==> src/lkvt_pkg.sv <==
// Package for the linear key/value table: sizes, request codes, payload and state types.
package lkvt_pkg;

  localparam int DEPTH      = 16;
  localparam int KEY_BITS   = 32;
  localparam int VALUE_BITS = 32;
  localparam int IDX_W      = (DEPTH > 1) ? $clog2(DEPTH) : 1;
  localparam int CNT_W      = $clog2(DEPTH + 1);
  localparam int REQ_W      = 3;
  localparam int POS_W      = 4;
  localparam int CAP_W      = 5;

  localparam logic [REQ_W-1:0] REQ_INSERT     = 3'd0;
  localparam logic [REQ_W-1:0] REQ_UPDATE     = 3'd1;
  localparam logic [REQ_W-1:0] REQ_INS_OR_UPD = 3'd2;
  localparam logic [REQ_W-1:0] REQ_ERASE      = 3'd3;
  localparam logic [REQ_W-1:0] REQ_LOOKUP     = 3'd4;
  localparam logic [REQ_W-1:0] REQ_READ_AT    = 3'd5;

  localparam logic [CAP_W-1:0] CAP_RESET = 5'd16;

  typedef struct packed {
    logic [REQ_W-1:0]      req_type;
    logic [KEY_BITS-1:0]   key_in;
    logic [VALUE_BITS-1:0] value_in;
    logic [POS_W-1:0]      position;
  } in_t;

  typedef struct packed {
    logic                  ok;
    logic [KEY_BITS-1:0]   key_out;
    logic [VALUE_BITS-1:0] value_out;
    logic [CNT_W-1:0]      entry_total;
    logic                  is_empty;
  } out_t;

  typedef enum logic [2:0] {
    ST_IDLE,
    ST_SCAN,
    ST_SHIFT,
    ST_READ,
    ST_RWAIT,
    ST_FIN
  } state_t;

endpackage

==> src/linear_key_value_table_top.sv <==
// Top level of the linear key/value table: sequencer, entry memories and result register.
// Sequencing: insert, update, insert_or_update and lookup scan the held entries in order,
//   one key compare per cycle, then register the result. Erase on a match then moves each
//   later entry down one place, and read_at reads the given position; the single memory
//   read port sets this pace.
// Throughput: one item at a time; the next item is accepted once the result is registered.
// Reset (synchronous, rst_n low): count 0, limit 16, no result; memories kept, read below count.
module linear_key_value_table_top
  import lkvt_pkg::*;
(
  input  logic             clk,
  input  logic             rst_n,
  input  logic             in_valid,
  output logic             in_ready,
  input  in_t              in_data,
  output logic             out_valid,
  input  logic             out_ready,
  output out_t             out_data,
  input  logic             cfg_we,
  input  logic [CAP_W-1:0] cfg_data
);

  // Entry memories: one write port, one registered read port each.
  logic [KEY_BITS-1:0]   key_mem   [DEPTH];
  logic [VALUE_BITS-1:0] value_mem [DEPTH];

  state_t state_r, state_nxt;

  // Request held for the duration of the item.
  logic [REQ_W-1:0]      req_r;
  logic [KEY_BITS-1:0]   key_r;
  logic [VALUE_BITS-1:0] val_r;
  logic [POS_W-1:0]      pos_r;

  logic [CNT_W-1:0] count_r, count_nxt;
  logic [CAP_W-1:0] cap_r;

  // Scan / shift pipeline: issue index, then compare or write in the next cycle.
  logic [CNT_W-1:0] issue_r, issue_nxt;
  logic             cmp_vld_r, cmp_vld_nxt;
  logic [IDX_W-1:0] cmp_idx_r, cmp_idx_nxt;
  logic             pend_r, pend_nxt;
  logic [IDX_W-1:0] pend_addr_r, pend_addr_nxt;

  // Result being built.
  logic                  res_ok_r, res_ok_nxt;
  logic [KEY_BITS-1:0]   res_key_r, res_key_nxt;
  logic [VALUE_BITS-1:0] res_val_r, res_val_nxt;

  // Memory ports.
  logic [IDX_W-1:0]      rd_addr;
  logic [KEY_BITS-1:0]   rd_key_r;
  logic [VALUE_BITS-1:0] rd_val_r;
  logic                  wk_en, wv_en;
  logic [IDX_W-1:0]      waddr;
  logic [KEY_BITS-1:0]   wkey;
  logic [VALUE_BITS-1:0] wval;

  logic       out_valid_r, out_valid_nxt;
  out_t       out_data_r;
  logic       out_load;

  logic             in_accept;
  logic [CNT_W-1:0] limit;
  logic             has_room;
  logic             hit, miss;

  assign in_ready  = (state_r == ST_IDLE);
  assign in_accept = in_valid && in_ready;
  assign out_valid = out_valid_r;
  assign out_data  = out_data_r;

  // Clamp the capacity limit to the built depth.
  assign limit    = (int'(cap_r) > DEPTH) ? CNT_W'(DEPTH) : CNT_W'(cap_r);
  assign has_room = count_r < limit;

  // Search outcome: a match on the compared entry, or a miss when the table is empty or the last held entry failed.
  assign hit  = cmp_vld_r && (rd_key_r == key_r);
  assign miss = (count_r == '0) ||
                (cmp_vld_r && (rd_key_r != key_r) &&
                 ({1'b0, cmp_idx_r} == CNT_W'(count_r - CNT_W'(1))));

  always_comb begin
    state_nxt     = state_r;
    count_nxt     = count_r;
    issue_nxt     = issue_r;
    cmp_vld_nxt   = 1'b0;
    cmp_idx_nxt   = cmp_idx_r;
    pend_nxt      = 1'b0;
    pend_addr_nxt = pend_addr_r;
    res_ok_nxt    = res_ok_r;
    res_key_nxt   = res_key_r;
    res_val_nxt   = res_val_r;
    rd_addr       = issue_r[IDX_W-1:0];
    wk_en         = 1'b0;
    wv_en         = 1'b0;
    waddr         = count_r[IDX_W-1:0];
    wkey          = key_r;
    wval          = val_r;
    out_load      = 1'b0;
    out_valid_nxt = out_valid_r && !out_ready;

    unique case (state_r)
      ST_IDLE: begin
        if (in_accept) begin
          res_ok_nxt  = 1'b0;
          res_key_nxt = '0;
          res_val_nxt = '0;
          issue_nxt   = '0;
          priority if (in_data.req_type == REQ_READ_AT) begin
            state_nxt = ST_READ;
          end else if (in_data.req_type == REQ_INSERT || in_data.req_type == REQ_UPDATE ||
                       in_data.req_type == REQ_INS_OR_UPD || in_data.req_type == REQ_ERASE ||
                       in_data.req_type == REQ_LOOKUP) begin
            state_nxt = ST_SCAN;
          end else begin
            // Unused codes: no operation.
            state_nxt = ST_FIN;
          end
        end
      end

      ST_SCAN: begin
        // Issue the next held entry while comparing the previous one.
        if (issue_r < count_r) begin
          rd_addr     = issue_r[IDX_W-1:0];
          cmp_vld_nxt = 1'b1;
          cmp_idx_nxt = issue_r[IDX_W-1:0];
          issue_nxt   = CNT_W'(issue_r + CNT_W'(1));
        end
        if (hit || miss) begin
          cmp_vld_nxt = 1'b0;
          state_nxt   = ST_FIN;
          unique case (req_r)
            REQ_INSERT: begin
              if (miss && has_room) begin
                wk_en      = 1'b1;
                wv_en      = 1'b1;
                waddr      = count_r[IDX_W-1:0];
                count_nxt  = CNT_W'(count_r + CNT_W'(1));
                res_ok_nxt = 1'b1;
              end
            end
            REQ_UPDATE: begin
              if (hit) begin
                wv_en      = 1'b1;
                waddr      = cmp_idx_r;
                res_ok_nxt = 1'b1;
              end
            end
            REQ_INS_OR_UPD: begin
              if (hit) begin
                wv_en      = 1'b1;
                waddr      = cmp_idx_r;
                res_ok_nxt = 1'b1;
              end else if (has_room) begin
                wk_en      = 1'b1;
                wv_en      = 1'b1;
                waddr      = count_r[IDX_W-1:0];
                count_nxt  = CNT_W'(count_r + CNT_W'(1));
                res_ok_nxt = 1'b1;
              end
            end
            REQ_ERASE: begin
              if (hit) begin
                // Move later entries down, starting with the one after the match.
                res_ok_nxt = 1'b1;
                issue_nxt  = CNT_W'({1'b0, cmp_idx_r} + CNT_W'(1));
                state_nxt  = ST_SHIFT;
              end
            end
            REQ_LOOKUP: begin
              if (hit) begin
                res_ok_nxt  = 1'b1;
                res_val_nxt = rd_val_r;
              end
            end
            default: begin
              state_nxt = ST_FIN;
            end
          endcase
        end
      end

      ST_SHIFT: begin
        // Write back the entry read last cycle one place lower.
        wk_en = pend_r;
        wv_en = pend_r;
        waddr = pend_addr_r;
        wkey  = rd_key_r;
        wval  = rd_val_r;
        if (issue_r < count_r) begin
          rd_addr       = issue_r[IDX_W-1:0];
          pend_nxt      = 1'b1;
          pend_addr_nxt = IDX_W'(issue_r[IDX_W-1:0] - IDX_W'(1));
          issue_nxt     = CNT_W'(issue_r + CNT_W'(1));
        end else if (!pend_r) begin
          count_nxt = CNT_W'(count_r - CNT_W'(1));
          state_nxt = ST_FIN;
        end
      end

      ST_READ: begin
        rd_addr   = pos_r;
        state_nxt = ST_RWAIT;
      end

      ST_RWAIT: begin
        if ({1'b0, pos_r} < count_r) begin
          res_ok_nxt  = 1'b1;
          res_key_nxt = rd_key_r;
          res_val_nxt = rd_val_r;
        end
        state_nxt = ST_FIN;
      end

      ST_FIN: begin
        // Hold until the result register is free.
        if (!out_valid_r || out_ready) begin
          out_load      = 1'b1;
          out_valid_nxt = 1'b1;
          state_nxt     = ST_IDLE;
        end
      end

      default: begin
        state_nxt = ST_IDLE;
      end
    endcase
  end

  always_ff @(posedge clk) begin
    if (!rst_n) begin
      state_r     <= ST_IDLE;
      count_r     <= '0;
      cap_r       <= CAP_RESET;
      cmp_vld_r   <= 1'b0;
      pend_r      <= 1'b0;
      out_valid_r <= 1'b0;
    end else begin
      state_r     <= state_nxt;
      count_r     <= count_nxt;
      cmp_vld_r   <= cmp_vld_nxt;
      pend_r      <= pend_nxt;
      out_valid_r <= out_valid_nxt;
      if (cfg_we) begin
        cap_r <= cfg_data;
      end
    end
  end

  always_ff @(posedge clk) begin
    issue_r     <= issue_nxt;
    cmp_idx_r   <= cmp_idx_nxt;
    pend_addr_r <= pend_addr_nxt;
    res_ok_r    <= res_ok_nxt;
    res_key_r   <= res_key_nxt;
    res_val_r   <= res_val_nxt;
    if (in_accept) begin
      req_r <= in_data.req_type;
      key_r <= in_data.key_in;
      val_r <= in_data.value_in;
      pos_r <= in_data.position;
    end
    if (out_load) begin
      out_data_r.ok          <= res_ok_r;
      out_data_r.key_out     <= res_key_r;
      out_data_r.value_out   <= res_val_r;
      out_data_r.entry_total <= count_r;
      out_data_r.is_empty    <= (count_r == '0);
    end
  end

  // Entry memories.
  always_ff @(posedge clk) begin
    if (wk_en) begin
      key_mem[waddr] <= wkey;
    end
    if (wv_en) begin
      value_mem[waddr] <= wval;
    end
    rd_key_r <= key_mem[rd_addr];
    rd_val_r <= value_mem[rd_addr];
  end

  // Count never passes the built depth.
  a_count_bound: assert property (@(posedge clk) disable iff (!rst_n)
    count_r <= CNT_W'(DEPTH))
    else $error("entry count above depth");

  // Count moves by at most one per item step.
  a_count_step: assert property (@(posedge clk) disable iff (!rst_n)
    (count_r != $past(count_r)) |->
      (count_r == CNT_W'($past(count_r) + CNT_W'(1)) ||
       count_r == CNT_W'($past(count_r) - CNT_W'(1))))
    else $error("entry count jumped");

  // Memories are written only while searching or shifting.
  a_write_state: assert property (@(posedge clk) disable iff (!rst_n)
    (wk_en || wv_en) |-> (state_r == ST_SCAN || state_r == ST_SHIFT))
    else $error("memory write outside scan or shift");

  // A shift write lands below the last held entry.
  a_shift_addr: assert property (@(posedge clk) disable iff (!rst_n)
    (state_r == ST_SHIFT && wk_en) |-> (CNT_W'({1'b0, waddr} + CNT_W'(1)) < count_r))
    else $error("shift write out of range");

  // An accepted item leaves idle on the next cycle.
  a_accept_busy: assert property (@(posedge clk) disable iff (!rst_n)
    in_accept |=> (state_r != ST_IDLE))
    else $error("idle after accept");

endmodule

==> config.mk <==
export PLATFORM = sky130hd
export DESIGN_NAME = linear_key_value_table_top
export DESIGN_NICKNAME = d
export VERILOG_FILES = /design/src/lkvt_pkg.sv /design/src/linear_key_value_table_top.sv
export SDC_FILE = /design/constraint.sdc
export NUM_CORES = 2
export LEC_CHECK = 0
export ABC_AREA = 0
export BUFFER_PORTS_ARGS = -buffer_cell sky130_fd_sc_hd__buf_2
export CAP_MARGIN = 10
export CORE_ASPECT_RATIO = 0.75
export CORE_MARGIN = 8
export CORE_UTILIZATION = 45
export CTS_BUF_LIST = sky130_fd_sc_hd__clkbuf_8
export CTS_CLUSTER_DIAMETER = 200
export CTS_CLUSTER_SIZE = 30
export DETAILED_ROUTE_END_ITERATION = 6
export PLACE_DENSITY_LB_ADDON = 0.25
export SLEW_MARGIN = 20
export SYNTH_ARGS = -nofsm -noshare
export SYNTH_HDL_FRONTEND = slang
export SYNTH_SLANG_ARGS = --single-unit
==> constraint.sdc <==
create_clock -name clk -period 8.3 [get_ports clk]
set_input_delay 0.415 -clock clk [delete_from_list [all_inputs] [get_ports clk]]
set_output_delay 0.415 -clock clk [all_outputs]
set_load 0.01 [all_outputs]
==> impl_metrics.csv <==
group,metric,value,unit
setup_path,critPathMaxStageDelay,0.70,ns
global_route,grt_max_degree,208,
die,die-width,407.1,um
cells_and_area,layout-drive-gt1-share,0.1087,
place,place_congestion,0.8147,
clock_tree,clockRootBuffer,"clkbuf_8",
yosys,synth-seq-cells,1324,
global_route,grt_pass1_wl,180300,um
yosys,synthFlopType,"edfxtp_1",
yosys,synth_nets,3568,
yosys,yosys-top-cells-area,"edfxtp_1, a211oi_1, nand2_1, dfxtp_1, and2_1",
setup_path,path_class,"register to register",
timing,layout_min_cycle_time,4.762,ns
yosys,synth_edf_count,1244,
pwr,worst_ir_drop_vdd,0.2999,mV
cells_and_area,final_cell_mix,"edfxtp_1, nand2_1, a211oi_1",
setup_path,crit_path_end_kind,"register",
yosys,ys_warn_count,0,
routing,route.met2.wl,52200,um
setup_path,r2r_start,"key_r[28]$_DFFE_PP_",
die,initial_core_util,0.4542,
setup_path,cp-start-kind,"register",
yosys,ys_async_sr_fraction,0,
die,num_io_pins,154,
routing,num_vias,29160,
yosys,synth.distinct_cells,61,
yosys,yosysTopAreaCell,"edfxtp_1",
clock_tree,tritoncts,"yes",
hold_path,min_from,"out_ready",
routing,avgRoutedWirePerCell,23.67,um
place,io_buffers,153,
yosys,yosysSeqAreaShare,0.7547,
timing,totalNegativeSetupSlack,0,ns
die,die_y,309.3,um
yosys,netlist_area,51620,um^2
die,core,113700,um^2
hold_path,min_path_cells,3,
clock_tree,clock_path_buffers,3,
clock_tree,clk_pin_slew_worst_paths,0.17,ns
pwr,p_leak,17.93,nW
cells_and_area,nNetsFinal,3677,
clock_tree,clock_latency,0.79,ns
clock_tree,htreeDepth,2,
routing,dr_wl_met3,8888,um
cells_and_area,area.growth.synth_to_final,8.602,%
setup_path,arrival,5.15,ns
setup_path,slowest_stage,"nor4_2",
timing,clock_skew,0.05726,ns
routing,wl,121700,um
yosys,yosysTopAreaCellShare,0.7236,
global_route,grt_usage,0.1874,
timing,rsz0062_at_grt,"false",
timing,timing_hold_violations_final,0,
cells_and_area,layout_commonest_cell,"edfxtp_1",
clock_tree,cts_made_buffers,50,
timing,min_period_over_period,0.5738,
routing,vias_per_cell,5.669,
timing,max_freq,210.0,MHz
yosys,synthCells,3471,
clock_tree,cts_sinks,1324,
die,num_rows,107,
setup_path,r2r_setup_slack,3.54,ns
routing,drt_iter0_drc,3191,
run,maxCapViolations,0,
timing,worst-slew-pin-transition,1.042,ns
timing,drv_slew,0,
pwr,powerDensity,312.3,nW/um^2
setup_path,worstPathRequired,8.69,ns
timing,finalSetupViolCount,0,
global_route,antenna_found_initial,7,
setup_path,reg2reg_to,"key_mem[1][13]$_DFFE_PP_",
routing,detail_route.first_pass.iterations,5,
die,dieArea,125900,um^2
routing,antenna_left,0,
setup_path,path_cells,"xor2_1 -> nor4_2 -> nand4_1 -> nor4_4 -> nor2_2 -> a221oi_2 -> nand3_1 -> nor2_4 -> buf_4",
timing,maxSlewHeadroom,0.3050,
clock_tree,cts_setup_buffers,0,
timing,holdWs,0.1502,ns
routing,top_layer_used,"met4",
hold_path,min_to,"out_valid$_SDFF_PN0_",
routing,wl_met1,58520,um
setup_path,r2r_cells,9,
yosys,syn_avg_cell_area,14.87,um^2
place,dp_hpwl,68520,um
cells_and_area,fill_cells,9520,
global_route,grt_overflow,0,
routing,drc,0,
hold_path,hp-class,"input pin to register",
status,status,"finished clean",
global_route,grt_pass1_vias,27630,
setup_path,crit_fanout,23,
## kinds of logic (layout without fill, tap and decap cells)
logic type,after synthesis,count (layout),synth area share
flops,1324,1324,0.7547
simple gates,978,978,0.09232
compound gates,775,775,0.1062
buf+inv,257,403,0.01900
mux,74,74,0.01595
xor+xnor,47,47,0.007974
fa+ha+maj,16,16,0.003878
other cells,0,1,0
## area by class of cell
class | instances | area, um^2 | share of cell area
diodes | 1 | 2.502 | 0.00004464
clock buffers | 50 | 688.2 | 0.01227
clock inverters | 39 | 195.2 | 0.003482
inverters | 16 | 60.06 | 0.001071
multi-input cells | 1890 | 11990 | 0.2138
flip-flops and latches | 1324 | 38960 | 0.6949
well taps | 1526 | 1909 | 0.03406
repair buffers | 298 | 2262 | 0.04035
## cell usage after synthesis (6+ instances only)
| cell type | number |
|---|---|
| edfxtp_1 | 1244 |
| buf_1 | 7 |
| ha_1 | 16 |
| buf_2 | 7 |
| nor2_1 | 28 |
| inv_1 | 16 |
| xnor2_1 | 7 |
| a31oi_1 | 131 |
| nor3_1 | 21 |
| nor2b_1 | 39 |
| o22ai_1 | 6 |
| nor4_1 | 10 |
| a211oi_1 | 323 |
| and3_1 | 38 |
| mux2_2 | 66 |
| o21ai_0 | 9 |
| a21oi_1 | 143 |
| nand3_1 | 9 |
| clkbuf_1 | 226 |
| and2_0 | 14 |
| nand4_1 | 6 |
| xor2_1 | 40 |
| and2_1 | 247 |
| a311oi_1 | 129 |
| mux2i_1 | 8 |
| nand2_1 | 531 |
| dfxtp_1 | 80 |
## worst max path at each step
stage / startpoint / endpoint / slack [ns] / depth (start not counted)
6_report: key_r[28]$_DFFE_PP_ / key_mem[1][13]$_DFFE_PP_ / 3.54 / 9
3_5_place_dp: key_r[28]$_DFFE_PP_ / key_mem[7][15]$_DFFE_PP_ / 3.61 / 8
4_1_cts: key_r[28]$_DFFE_PP_ / key_mem[7][18]$_DFFE_PP_ / 3.59 / 8
2_1_floorplan: count_r[0]$_SDFFE_PN0P_ / value_mem[6][0]$_DFFE_PP_ / 3.33 / 11
3_3_place_gp: key_r[28]$_DFFE_PP_ / key_mem[5][7]$_DFFE_PP_ / 3.73 / 8
5_1_grt: key_r[17]$_DFFE_PP_ / key_mem[1][12]$_DFFE_PP_ / 3.34 / 9
## where the power goes
group / internal, mW / total (mW) / leakage [nW] / switching [mW]
registers: 8.53 / 8.84 / 11.9 / 0.313
logic: 1.78 / 6.22 / 5.41 / 4.44
clock network: 0.586 / 2.44 / 0.573 / 1.85
total: 10.9 / 17.5 / 17.9 / 6.61
## flip-flops by register name, indices dropped and copies added (netlist names), 5 cells and up
name,cells
val_r,32
value_mem,512
out_data,71
rd_key_r,32
count_r,5
key_mem,512
cap_r,5
res_val_r,32
rd_val_r,32
issue_r,5
key_r,32
res_key_r,32
## routing by layer
metal	vias up	GRT usage
met5	-	0
met4	0	0.03806
met3	118	0.02963
met2	869	0.2757
met1	14720	0.2947
li1	13460	-
## what timing repair did
item,CTS,global route
endpoints found under the hold margin,87,0
resized for setup,0,0
hold buffers,87,0
## critical path, delay by kind of cell (launching register included)
family / cells / cell delay, ns
xor gates and xnor gates: 1 / 0.19
DFF: 1 / 0.43
buffers and inverters: 1 / 0.48
AOI/OAI and AO/OA: 1 / 0.39
and+or+nand+nor: 6 / 2.85
## per-stage QoR
| stage | power (mW) | instances | worst slack (ns) | instance area [um^2] | util |
|---|---|---|---|---|---|
| 3_3_place_gp | 15.11 | 4961 | 3.728 | 54170 | 0.4766 |
| 5_1_grt | 18.45 | 5144 | 3.336 | 56060 | 0.4932 |
| 3_5_place_dp | 15.19 | 4965 | 3.607 | 54260 | 0.4774 |
| 4_1_cts | 17.60 | 5141 | 3.594 | 56010 | 0.4928 |
| 6_report | 17.51 | 5144 | 3.538 | 56060 | 0.4932 |
| 2_1_floorplan | 12.98 | 3471 | 3.326 | 51620 | - |
Note: power is estimated with default switching activity, not from simulation.
